[src/rtl/dsg_pkg.sv]
package dsg_pkg;

  localparam int DEF_ACC_WIDTH   = 32;
  localparam int DEF_JOINT_COUNT = 8;

  localparam int QUEUE_DEPTH  = 4;
  localparam int RESULT_DEPTH = 2;

  localparam logic [2:0]  RESET_JOINT_INDEX     = 3'd0;
  localparam logic [4:0]  RESET_STEP_BIT        = 5'd22;
  localparam logic [31:0] RESET_FREQUENCY_SCALE = 32'd0;

  localparam logic [31:0] INC_MAX_POS = 32'h7fff_ffff;
  localparam logic [31:0] INC_MAX_NEG = 32'h8000_0000;

  typedef enum logic [1:0] {
    REG_JOINT_INDEX,
    REG_STEP_BIT,
    REG_FREQUENCY_SCALE
  } cfg_reg_t;

  typedef struct packed {
    logic               enabled;
    logic               forward;
    logic signed [31:0] increment;
  } tick_t;

  typedef struct packed {
    logic               step_out;
    logic               direction_out;
    logic               driver_enable_n;
    logic signed [31:0] position_feedback;
    logic               feedback_updated;
  } result_t;

  localparam int TICK_W   = $bits(tick_t);
  localparam int RESULT_W = $bits(result_t);

endpackage

[src/rtl/dsg_fifo.sv]
module dsg_fifo #(
  parameter int WIDTH = 8,
  parameter int DEPTH = 4
) (
  input  logic                       clk,
  input  logic                       rst,
  input  logic                       push,
  input  logic [WIDTH-1:0]           wdata,
  input  logic                       pop,
  output logic [WIDTH-1:0]           rdata,
  output logic                       empty,
  output logic                       full,
  output logic [$clog2(DEPTH):0]     count
);

  localparam int AW = $clog2(DEPTH);

  logic [WIDTH-1:0] mem [DEPTH];
  logic [AW-1:0]    wr_ptr;
  logic [AW-1:0]    rd_ptr;

  logic do_push;
  logic do_pop;

  assign empty   = (count == '0);
  assign full    = (count == (AW+1)'(DEPTH));
  assign do_push = push && !full;
  assign do_pop  = pop && !empty;
  assign rdata   = mem[rd_ptr];

  always_ff @(posedge clk) begin
    if (do_push) begin
      mem[wr_ptr] <= wdata;
    end
  end

  always_ff @(posedge clk) begin
    if (rst) begin
      wr_ptr <= '0;
      rd_ptr <= '0;
      count  <= '0;
    end else begin
      if (do_push) begin
        wr_ptr <= (wr_ptr == AW'(DEPTH - 1)) ? '0 : wr_ptr + AW'(1);
      end
      if (do_pop) begin
        rd_ptr <= (rd_ptr == AW'(DEPTH - 1)) ? '0 : rd_ptr + AW'(1);
      end
      if (do_push && !do_pop) begin
        count <= count + (AW+1)'(1);
      end else if (do_pop && !do_push) begin
        count <= count - (AW+1)'(1);
      end
    end
  end

endmodule

[src/rtl/dsg_front.sv]
module dsg_front #(
  parameter int JOINT_COUNT = dsg_pkg::DEF_JOINT_COUNT
) (
  input  logic                clk,
  input  logic                rst,
  input  logic                in_valid,
  input  logic signed [31:0]  frequency_command,
  input  logic [7:0]          enable_bits,
  input  logic [2:0]          joint_index,
  input  logic [31:0]         frequency_scale,
  output logic                out_valid,
  output dsg_pkg::tick_t      out_item,
  output logic [1:0]          inflight
);

  logic        in_enabled;
  logic        in_neg;
  logic [31:0] in_mag;
  logic [63:0] in_prod;

  logic        s1_valid;
  logic        s1_enabled;
  logic        s1_neg;
  logic [47:0] s1_prod;

  logic [31:0] pos_inc;
  logic [31:0] neg_mag;
  dsg_pkg::tick_t s2_item_next;

  logic           s2_valid;
  dsg_pkg::tick_t s2_item;

  assign in_enabled = (int'(joint_index) < JOINT_COUNT) && enable_bits[joint_index];
  assign in_neg     = frequency_command[31];
  assign in_mag     = in_neg ? (~frequency_command + 32'd1) : frequency_command;
  assign in_prod    = in_mag * frequency_scale;

  always_ff @(posedge clk) begin
    if (rst) begin
      s1_valid <= 1'b0;
    end else begin
      s1_valid <= in_valid;
    end
  end

  always_ff @(posedge clk) begin
    if (in_valid) begin
      s1_enabled <= in_enabled;
      s1_neg     <= in_neg;
      s1_prod    <= in_prod[63:16];
    end
  end

  // saturate magnitude, then restore sign
  always_comb begin
    pos_inc = (|s1_prod[47:31]) ? dsg_pkg::INC_MAX_POS : s1_prod[31:0];
    neg_mag = ((|s1_prod[47:32]) || (s1_prod[31] && (|s1_prod[30:0])))
              ? dsg_pkg::INC_MAX_NEG : s1_prod[31:0];
    s2_item_next.enabled   = s1_enabled;
    s2_item_next.forward   = !s1_neg && (|s1_prod);
    s2_item_next.increment = s1_neg ? (~neg_mag + 32'd1) : pos_inc;
  end

  always_ff @(posedge clk) begin
    if (rst) begin
      s2_valid <= 1'b0;
    end else begin
      s2_valid <= s1_valid;
    end
  end

  always_ff @(posedge clk) begin
    if (s1_valid) begin
      s2_item <= s2_item_next;
    end
  end

  assign out_valid = s2_valid;
  assign out_item  = s2_item;
  assign inflight  = {1'b0, s1_valid} + {1'b0, s2_valid};

endmodule

[src/rtl/dsg_back.sv]
module dsg_back #(
  parameter int ACC_WIDTH = dsg_pkg::DEF_ACC_WIDTH
) (
  input  logic             clk,
  input  logic             rst,
  input  logic             item_valid,
  input  dsg_pkg::tick_t   item,
  input  logic             res_full,
  input  logic [4:0]       step_bit,
  output logic             item_pop,
  output logic             res_push,
  output dsg_pkg::result_t res
);

  logic [ACC_WIDTH-1:0] acc;
  logic [ACC_WIDTH-1:0] acc_next;
  logic                 step_level;
  logic                 step_level_next;
  logic                 dir_level;
  logic                 dir_level_next;
  logic                 enable_level;
  logic                 enable_level_next;
  logic signed [31:0]   feedback_hold;
  logic signed [31:0]   feedback_hold_next;

  logic [ACC_WIDTH-1:0] acc_sum;
  logic [ACC_WIDTH-1:0] toggled;
  logic                 stepped;

  assign item_pop = item_valid && !res_full;
  assign res_push = item_pop;

  assign acc_sum = acc + ACC_WIDTH'($signed(item.increment));
  assign toggled = (acc ^ acc_sum) >> step_bit;
  assign stepped = item.enabled && toggled[0];

  always_comb begin
    acc_next           = acc;
    step_level_next    = step_level;
    dir_level_next     = dir_level;
    enable_level_next  = 1'b1;
    feedback_hold_next = feedback_hold;
    if (item.enabled) begin
      acc_next          = acc_sum;
      enable_level_next = 1'b0;
      step_level_next   = stepped;
      if (stepped) begin
        dir_level_next     = item.forward;
        feedback_hold_next = 32'($signed(acc_sum));
      end
    end
    res.step_out          = step_level_next;
    res.direction_out     = dir_level_next;
    res.driver_enable_n   = enable_level_next;
    res.position_feedback = feedback_hold_next;
    res.feedback_updated  = stepped;
  end

  always_ff @(posedge clk) begin
    if (rst) begin
      acc           <= '0;
      step_level    <= 1'b0;
      dir_level     <= 1'b0;
      enable_level  <= 1'b1;
      feedback_hold <= '0;
    end else if (item_pop) begin
      acc           <= acc_next;
      step_level    <= step_level_next;
      dir_level     <= dir_level_next;
      enable_level  <= enable_level_next;
      feedback_hold <= feedback_hold_next;
    end
  end

`ifndef NO_ASSERTIONS
  a_disabled_holds_acc: assert property (@(posedge clk) disable iff (rst)
    (item_pop && !item.enabled) |=> $stable(acc))
    else $error("accumulator moved on a disabled tick");

  a_disabled_drives_high: assert property (@(posedge clk) disable iff (rst)
    (item_pop && !item.enabled) |=> (enable_level && $stable(feedback_hold)))
    else $error("disabled tick did not release driver or hold feedback");
`endif

endmodule

[src/rtl/dds_step_pulse_generator.sv]
// Channel   Handshake              Payload
// input     push / full            frequency_command, enable_bits
// result    empty / pop            step_out, direction_out, driver_enable_n,
//                                  position_feedback, feedback_updated
// config    cfg_write              cfg_index, cfg_data
//
// One tick is taken per cycle while full is low; throughput is set by the single accumulator add in the back end.
// After the transfer a tick passes the multiply stage, the saturate stage and the tick queue,
// then the accumulator update writes the result queue, whose head drives the ports.
// Synchronous reset empties both queues and restores the register defaults.
// A stalled result side fills the result queue, then the tick queue, then full rises.
module dds_step_pulse_generator #(
  parameter int ACC_WIDTH   = dsg_pkg::DEF_ACC_WIDTH,
  parameter int JOINT_COUNT = dsg_pkg::DEF_JOINT_COUNT
) (
  input  logic               clk,
  input  logic               rst,
  input  logic               push,
  output logic               full,
  input  logic signed [31:0] frequency_command,
  input  logic [7:0]         enable_bits,
  output logic               empty,
  input  logic               pop,
  output logic               step_out,
  output logic               direction_out,
  output logic               driver_enable_n,
  output logic signed [31:0] position_feedback,
  output logic               feedback_updated,
  input  logic               cfg_write,
  input  logic [1:0]         cfg_index,
  input  logic [31:0]        cfg_data
);

  localparam int QCW = $clog2(dsg_pkg::QUEUE_DEPTH) + 1;
  localparam int RCW = $clog2(dsg_pkg::RESULT_DEPTH) + 1;

  logic [2:0]  joint_index;
  logic [4:0]  step_bit;
  logic [31:0] frequency_scale;

  logic           accept;
  logic           mid_push;
  dsg_pkg::tick_t mid_witem;
  logic [dsg_pkg::TICK_W-1:0] mid_rdata;
  logic           mid_pop;
  logic           mid_empty;
  logic           mid_full;
  logic [QCW-1:0] mid_count;
  logic [1:0]     inflight;
  logic [QCW:0]   pending;

  logic             out_push;
  dsg_pkg::result_t out_wres;
  logic [dsg_pkg::RESULT_W-1:0] out_rdata;
  dsg_pkg::result_t out_res;
  logic             out_full;
  logic [RCW-1:0]   out_count;

  always_ff @(posedge clk) begin
    if (rst) begin
      joint_index     <= dsg_pkg::RESET_JOINT_INDEX;
      step_bit        <= dsg_pkg::RESET_STEP_BIT;
      frequency_scale <= dsg_pkg::RESET_FREQUENCY_SCALE;
    end else if (cfg_write) begin
      unique case (cfg_index)
        dsg_pkg::REG_JOINT_INDEX:     joint_index     <= cfg_data[2:0];
        dsg_pkg::REG_STEP_BIT:        step_bit        <= cfg_data[4:0];
        dsg_pkg::REG_FREQUENCY_SCALE: frequency_scale <= cfg_data;
        default: ;
      endcase
    end
  end

  // reserve tick queue space for every tick still in the front stages
  assign pending = (QCW+1)'(mid_count) + (QCW+1)'(inflight);
  assign full    = (pending >= (QCW+1)'(dsg_pkg::QUEUE_DEPTH));
  assign accept  = push && !full;

  dsg_front #(
    .JOINT_COUNT (JOINT_COUNT)
  ) u_front (
    .clk               (clk),
    .rst               (rst),
    .in_valid          (accept),
    .frequency_command (frequency_command),
    .enable_bits       (enable_bits),
    .joint_index       (joint_index),
    .frequency_scale   (frequency_scale),
    .out_valid         (mid_push),
    .out_item          (mid_witem),
    .inflight          (inflight)
  );

  dsg_fifo #(
    .WIDTH (dsg_pkg::TICK_W),
    .DEPTH (dsg_pkg::QUEUE_DEPTH)
  ) u_tick_queue (
    .clk   (clk),
    .rst   (rst),
    .push  (mid_push),
    .wdata (mid_witem),
    .pop   (mid_pop),
    .rdata (mid_rdata),
    .empty (mid_empty),
    .full  (mid_full),
    .count (mid_count)
  );

  dsg_back #(
    .ACC_WIDTH (ACC_WIDTH)
  ) u_back (
    .clk        (clk),
    .rst        (rst),
    .item_valid (!mid_empty),
    .item       (dsg_pkg::tick_t'(mid_rdata)),
    .res_full   (out_full),
    .step_bit   (step_bit),
    .item_pop   (mid_pop),
    .res_push   (out_push),
    .res        (out_wres)
  );

  dsg_fifo #(
    .WIDTH (dsg_pkg::RESULT_W),
    .DEPTH (dsg_pkg::RESULT_DEPTH)
  ) u_result_queue (
    .clk   (clk),
    .rst   (rst),
    .push  (out_push),
    .wdata (out_wres),
    .pop   (pop),
    .rdata (out_rdata),
    .empty (empty),
    .full  (out_full),
    .count (out_count)
  );

  assign out_res           = dsg_pkg::result_t'(out_rdata);
  assign step_out          = out_res.step_out;
  assign direction_out     = out_res.direction_out;
  assign driver_enable_n   = out_res.driver_enable_n;
  assign position_feedback = out_res.position_feedback;
  assign feedback_updated  = out_res.feedback_updated;

`ifndef NO_ASSERTIONS
  a_tick_queue_no_overflow: assert property (@(posedge clk) disable iff (rst)
    !(mid_push && mid_full))
    else $error("tick queue overflow");

  a_result_queue_no_overflow: assert property (@(posedge clk) disable iff (rst)
    !(out_push && out_full) && (out_count <= RCW'(dsg_pkg::RESULT_DEPTH)))
    else $error("result queue overflow");

  a_update_implies_step: assert property (@(posedge clk) disable iff (rst)
    (!empty && feedback_updated) |-> (step_out && !driver_enable_n))
    else $error("feedback captured without a step");
`endif

endmodule
[config.mk]
export PLATFORM = sky130hd
export DESIGN_NAME = dds_step_pulse_generator
export DESIGN_NICKNAME = d
export VERILOG_FILES = /design/src/rtl/dsg_pkg.sv /design/src/rtl/dsg_fifo.sv /design/src/rtl/dsg_front.sv /design/src/rtl/dsg_back.sv /design/src/rtl/dds_step_pulse_generator.sv
export SDC_FILE = /design/constraint.sdc
export NUM_CORES = 2
export LEC_CHECK = 0
export BUFFER_PORTS_ARGS = -buffer_cell sky130_fd_sc_hd__buf_2
export CORE_AREA = 2 2 377 229
export CTS_CLUSTER_DIAMETER = 50
export DETAILED_ROUTE_END_ITERATION = 16
export DIE_AREA = 0 0 379 231
export GPL_TIMING_DRIVEN = 0
export MAX_ROUTING_LAYER = met4
export PLACE_DENSITY = 0.82
export SLEW_MARGIN = 20
export SYNTH_ARGS = -nofsm -noshare
export SYNTH_HDL_FRONTEND = slang
export SYNTH_SLANG_ARGS = --single-unit
[constraint.sdc]
create_clock -name clk -period 16.5 [get_ports clk]
set_clock_uncertainty 0.05 [all_clocks]
set_input_delay 3.3 -clock clk [delete_from_list [all_inputs] [get_ports clk]]
set_output_delay 3.3 -clock clk [all_outputs]
set_load 0.01 [all_outputs]
# After elaboration in Yosys (flattened, before gate mapping)
# Memories as Yosys holds them, arrays and structs flattened. A register that Yosys moved wholly into a read port is not among the register bits.
# Cells that the tools add are included.
# word_totals
ff_bits,203
mem_bits_rw,208
out_inout_bits,38
word_cells,114
n_memories,2
# classes
addsub,13
n_mul,1
order_cmp,2
n_eq_ne,6
n_shift,1
n_mux,28
n_bitwise,3
n_reduce_logical,37
# memory_table
memory,words,word_bits,read_ports,rd_clocked_by_memory_dff,wr,line_no,rtl
u_tick_queue.mem,4,34,1,1,1,dsg_fifo.sv:18,logic [WIDTH-1:0] mem [DEPTH];
u_result_queue.mem,2,36,1,1,1,dsg_fifo.sv:18,
# ops
cell,n
$mux W32,6
$add A32 B1 Y32 const B,2
$mul A32 B32 Y64,1
$not A32 Y32,2
$reduce_or A48 Y1,1
$add A32 B32 Y32,1
$shr A32 B5 Y1,1
$xor A32 B32 Y32,1
$reduce_or A31 Y1,1
$reduce_or A17 Y1,1
$reduce_or A16 Y1,1
$logic_and A1 B1 Y1,13
$mux W1,13
$mux W2,6
$logic_not A1 Y1,10
$eq A2 B2 Y1 const B,4
$reduce_and A2 Y1,4
$add A2 B1 Y2 const B,3
$mux W3,2
$add A3 B2 Y4,1
$ge A4 B3 Y1 const B,1
$logic_not A2 Y1,2
$lt A3 B4 Y1 const B,1
$reduce_bool A2 Y1,2
10 further kinds,11

# Logic depth before layout (Yosys ltp)
# depth
ltp_word,8
ltp_mapped,38
depth_no_buf,37

# Modules after synthesis
# A second synthesis with hierarchy kept.
# unflattened
cells_unflattened,5368
hier_area_um2,53416.2
# by_module_without_submodules
module,n_inst,cells_per_inst,area_per_inst_um2,seq_area_each_um2
dsg_front,1,4063,37425.9,2562.5
dsg_back,1,762,5974.5,1321.3
dsg_fifo at u_tick_queue,1,228,5397.7,4264.1
dsg_fifo at u_result_queue,1,137,2807.7,2262.2
dds_step_pulse_generator,1,178,1810.5,800.8

# Worst setup path before layout
# Ideal clock, no wire load.
# synth_timing
path_kind,input to register
startpoint,input port frequency_command[10]
endpoint,register u_front.s1_prod[46] (data pin)
t_arrival_ps,12758
path_slack_ps,3435
stages,33
path_buffers,1
cell_sequence,or4_1 -> or4_1 -> or4_4 -> nand2b_4 -> or4_4 -> o21ai_1 -> xnor2_1 -> clkbuf_1 -> and2_1 -> fa_1 -> fa_1 -> fa_1 -> inv_1 -> fa_1 -> inv_1 -> fa_1 -> fa_1 -> fa_1 -> inv_1 -> fa_1 -> inv_1 -> ha_1 -> nand4_1 -> nor4_1 -> a32oi_1 -> o211ai_1 -> nor3_1 -> o311ai_0 -> nand2_1 -> o31a_1 -> o21ai_0 -> a21oi_1 -> xnor2_1
# synth_between
elab_chain_len,4
# synth_lines
item,line_no,rtl
from (decl),dds_step_pulse_generator.sv:20,"input logic signed [31:0] frequency_command,"
$not A32 Y32,dsg_front.sv:35,assign in_mag = in_neg ? (~frequency_command + 32'd1) : frequency_command;
$add A32 B1 Y32,dsg_front.sv:35,
$mux W32 *,dsg_front.sv:35,
$mul A32 B32 Y64 *,dsg_front.sv:36,assign in_prod = in_mag * frequency_scale;
net u_front.in_prod[62],dsg_front.sv:19,logic [63:0] in_prod;
to (signal assigned),dsg_front.sv:50,s1_prod <= in_prod[63:16];
to (decl),dsg_front.sv:24,logic [47:0] s1_prod;
# Mark *: on every way through the listed nets, which the timed path passes. The rest lies on a longest branch.
# A chain may end at the register's enable or synchronous reset.

# Worst setup path in the final report
# layout_timing
startpoint,input port frequency_command[3]
endpoint,register u_front.s1_prod[46] (data pin)
# Same word-level chain as after synthesis.

==> run_results.csv <==
group,metric,value,unit
power_and_ir_drop,p_leak,25.4,nW
yosys,syn_nets,6466,
worst_setup_path,cp-end-kind,"flip-flop",
timing,fmax,62.3,MHz
timing,post-route-period-util,97.2,%
worst_setup_path,worstSetupPathType,"input port to flip-flop",
yosys,synthesis.area,51800,sq um
yosys,synth_cells,5189,
worst_setup_path,r2r_start,"frequency_scale[16]",
worst_setup_path,r2r_end,"u_front.s1_prod[46]",
power_and_ir_drop,vdd_drop_max,0.122,mV
cts,clock-root-buffer,"clkbuf_16",
worst_setup_path,path_common_cell,"fa_1",
worst_setup_path,slowest_delay,0.84,ns
hold_path,hold_depth,0,
yosys,ys_ff_latch,414,
final_layout,fin_area,55300,sq um
placed_design,dp_hpwl,162000,um
grt,grt_pass1_wl,281000,um
run_status,status,"completed",
grt,grt_pass1_vias,39800,
grt,antenna_found_initial,23,
hold_path,hold_start,"u_front.s1_enabled",
worst_setup_path,path_delay_family,"adder cells",
yosys,async_reset_ff_share,0,%
cts,clk_latency,0.57,ns
route,wl_per_cell,29.9,um
placed_design,preCtsSetupSlack,0.330,ns
worst_setup_path,crit_arrival,16.30,ns
timing,worst_slew_pin_slew,1.35,ns
final_layout,drive_gt1_share,6.68,%
grt,grtUsageTotal,47.3,%
final_layout,area_delta_synth_final,6.67,%
yosys,synth_cell_types,93,
floorplan,core-area,84500,sq um
cts,cts_max_path_buffers,3,
final_layout,seqCellArea,11200,sq um
final_layout,final_cells,6549,
placed_design,gp_congestion,1.14,
floorplan,die_w,379,um
placed_design,dp.cells,6461,
final_layout,nFillCells,6888,
worst_setup_path,crit_required,16.76,ns
yosys,synth.top_cell.area_share,34.7,%
grt,grt_max_degree,52,
final_layout,multi_input_area,36200,sq um
timing,fin_setup_tns,0,ns
grt,overflow,0,
placed_design,placed_area,54100,sq um
route,vias,40800,
timing,period_needed,16.04,ns
worst_setup_path,crit_slowest_cell,"o311ai_0",
final_layout,final_cell_mix,"897 x fa_1, 884 x inv_1, 653 x nand2_1, 603 x and2_1, 301 x ha_1",
hold_path,min_to,"u_front.out_item[33]",
route,drc_errors,0,
yosys,ys_top_cells_by_area,"fa_1 35%, edfxtp_1 17%, and2_1 7.4%",
cts,cts.sinks,414,
cts,cts_tree,"done",
cts,post_cts_buffers,0,
cts,cts_buffers,35,
cts,post_cts_resized,0,
yosys,yosysWarnings,0,
final_layout,fin_util,65.4,%
final_layout,fin_nets,6630,
yosys,synth_flop_cell,"edfxtp_1",
route,dr.first_iter.drc_count,6183,
worst_setup_path,path_buf_inv,6,
floorplan,rows,83,
timing,maxSlewViolCount,0,
worst_setup_path,startpoint_type,"input port",
timing,slew_headroom,9.42,%
worst_setup_path,reg2reg_setup_slack,5.06,ns
worst_setup_path,reg2regPathDepth,26,
cts,cts_htree_levels,2,
power_and_ir_drop,power_density,115,nW/um^2
route,dr.pass1.iters,7,
worst_setup_path,crit_fanout,10,
route,vias_per_cell,6.23,
route,wirelength,196000,um
final_layout,final_common_cell,"fa_1",
timing,setup_ws,0.461,ns
timing,rsz0062_at_grt,"false",
yosys,syn_area_per_cell,9.98,sq um
floorplan,io_pins,117,
hold_path,hp-class,"flip-flop to flip-flop",
run,drv_cap,0,
yosys,synth_top_area_cell,"fa_1",
yosys,synth_enable_flop_cells,292,
yosys,synth.yosys.seq_area_share,21.6,%
timing,hold_viol,0,
floorplan,initial_utilization,61.3,%
floorplan,dieArea,87500,sq um
placed_design,port_buffers,116,
cts,clk_transition_reported_paths,0.07,ns
cts,cts_hold_buf,0,
floorplan,die_height,231,um
route,postRouteAntennaNets,0,
timing,setup_viol,0,
-- sequential cells by signal, summed over array words and instances, names as in the netlist, named ones only --
signal,cells
u_tick_queue.wr_ptr,2
u_result_queue.rd_ptr,1
u_front.s1_prod,48
step_bit,5
u_result_queue.wr_ptr,1
u_result_queue.mem,72
joint_index,3
u_tick_queue.rd_ptr,2
u_front.s1_enabled,1
u_front.out_item,34
u_back.dir_level,1
u_tick_queue.count,3
u_back.feedback_hold,32
frequency_scale,32
u_result_queue.count,2
u_tick_queue.mem,136
u_front.out_valid,1
u_back.acc,32
u_back.step_level,1
u_front.s1_neg,1
u_front.s1_valid,1
-- Yosys cell counts, drive strengths merged, types with 5 or more instances --
cell type,n
mux4,36
o211ai,10
a31oi,11
a211oi,32
xnor2,81
mux2,59
nand4,27
fa,897
inv,884
a21oi,218
a21o,33
o22ai,7
o311ai,7
buf,23
or2,7
dfxtp,122
ha,301
nor3b,7
nor2,133
nand3,39
o21bai,7
xor2,48
and2,610
and3,8
a211o,8
nor3,38
clkbuf,261
o21ai,140
o41ai,8
mux2i,19
or4,9
edfxtp,292
nor4,17
o21a,16
or3,12
a31o,5
o31ai,12
nand2,654
nand2b,16
nor2b,16
-- worst register-to-register path, delay by kind of cell, from the launching register on --
family,cells,cell delay [ns]
buffers and inverters,5,1.22
and+or+nand+nor,5,1.74
AOI/OAI and AO/OA,6,2.70
DFF,1,0.92
xor gates and xnor gates,1,0.14
adders and majority gates,9,4.46
-- power breakdown --
| part | internal, mW | total [mW] | switching, mW |
|---|---|---|---|
| Combinational | 1.26 | 3.80 | 2.54 |
| Sequential | 1.48 | 1.70 | 0.220 |
| Clock | 0.416 | 0.837 | 0.421 |
-- through the flow --
stage	power, mW	hold slack (ns)
floorplan	3.87	0.350
global placement	5.14	0.356
detailed placement	5.25	0.376
CTS	6.10	0.385
global route	6.57	0.391
finish	6.34	0.386
-- kinds of logic after synthesis --
| family | count (synthesis) | share of synthesized area (%) |
|---|---|---|
| mux | 114 | 3.21 |
| fa+ha+maj | 1198 | 41.9 |
| xor+xnor | 133 | 2.36 |
| compound gates | 556 | 6.65 |
| simple gates | 1606 | 15.7 |
| buf+inv | 1168 | 8.54 |
| flops | 414 | 21.6 |
-- final cells by class --
cell class,instances,area share [%]
diodes,25,0.113
inverters,884,6.00
multi-input cells,3607,65.6
clock inverters,21,0.312
repair buffers,127,1.44
well taps,1147,2.60
flip-flops and latches,414,20.3
clock buffers,40,1.62
plain buffers,284,2.05
-- layer usage --
metal	vias to the layer above	part of all wire [%]	GRT usage (%)
met5	-	0	-
met4	0	3.1	11.8
met3	377	20	26.6
met2	3279	35	54.0
met1	20500	41	70.1
li1	16600	-	-
-- worst max-delay path by stage --
stage,end,start,slack [ns],depth (start not counted)
2_1_floorplan,u_front.s1_prod[46],frequency_command[10],3.43,33
4_1_cts,u_front.s1_prod[40],frequency_command[3],0.83,37
3_5_place_dp,u_front.s1_prod[40],frequency_command[3],0.33,37
5_1_grt,u_front.s1_prod[46],frequency_command[3],0.07,37
3_3_place_gp,u_front.s1_prod[46],frequency_command[3],0.38,37
6_report,u_front.s1_prod[46],frequency_command[3],0.46,37
Note: power is estimated with default switching activity, not from simulation.
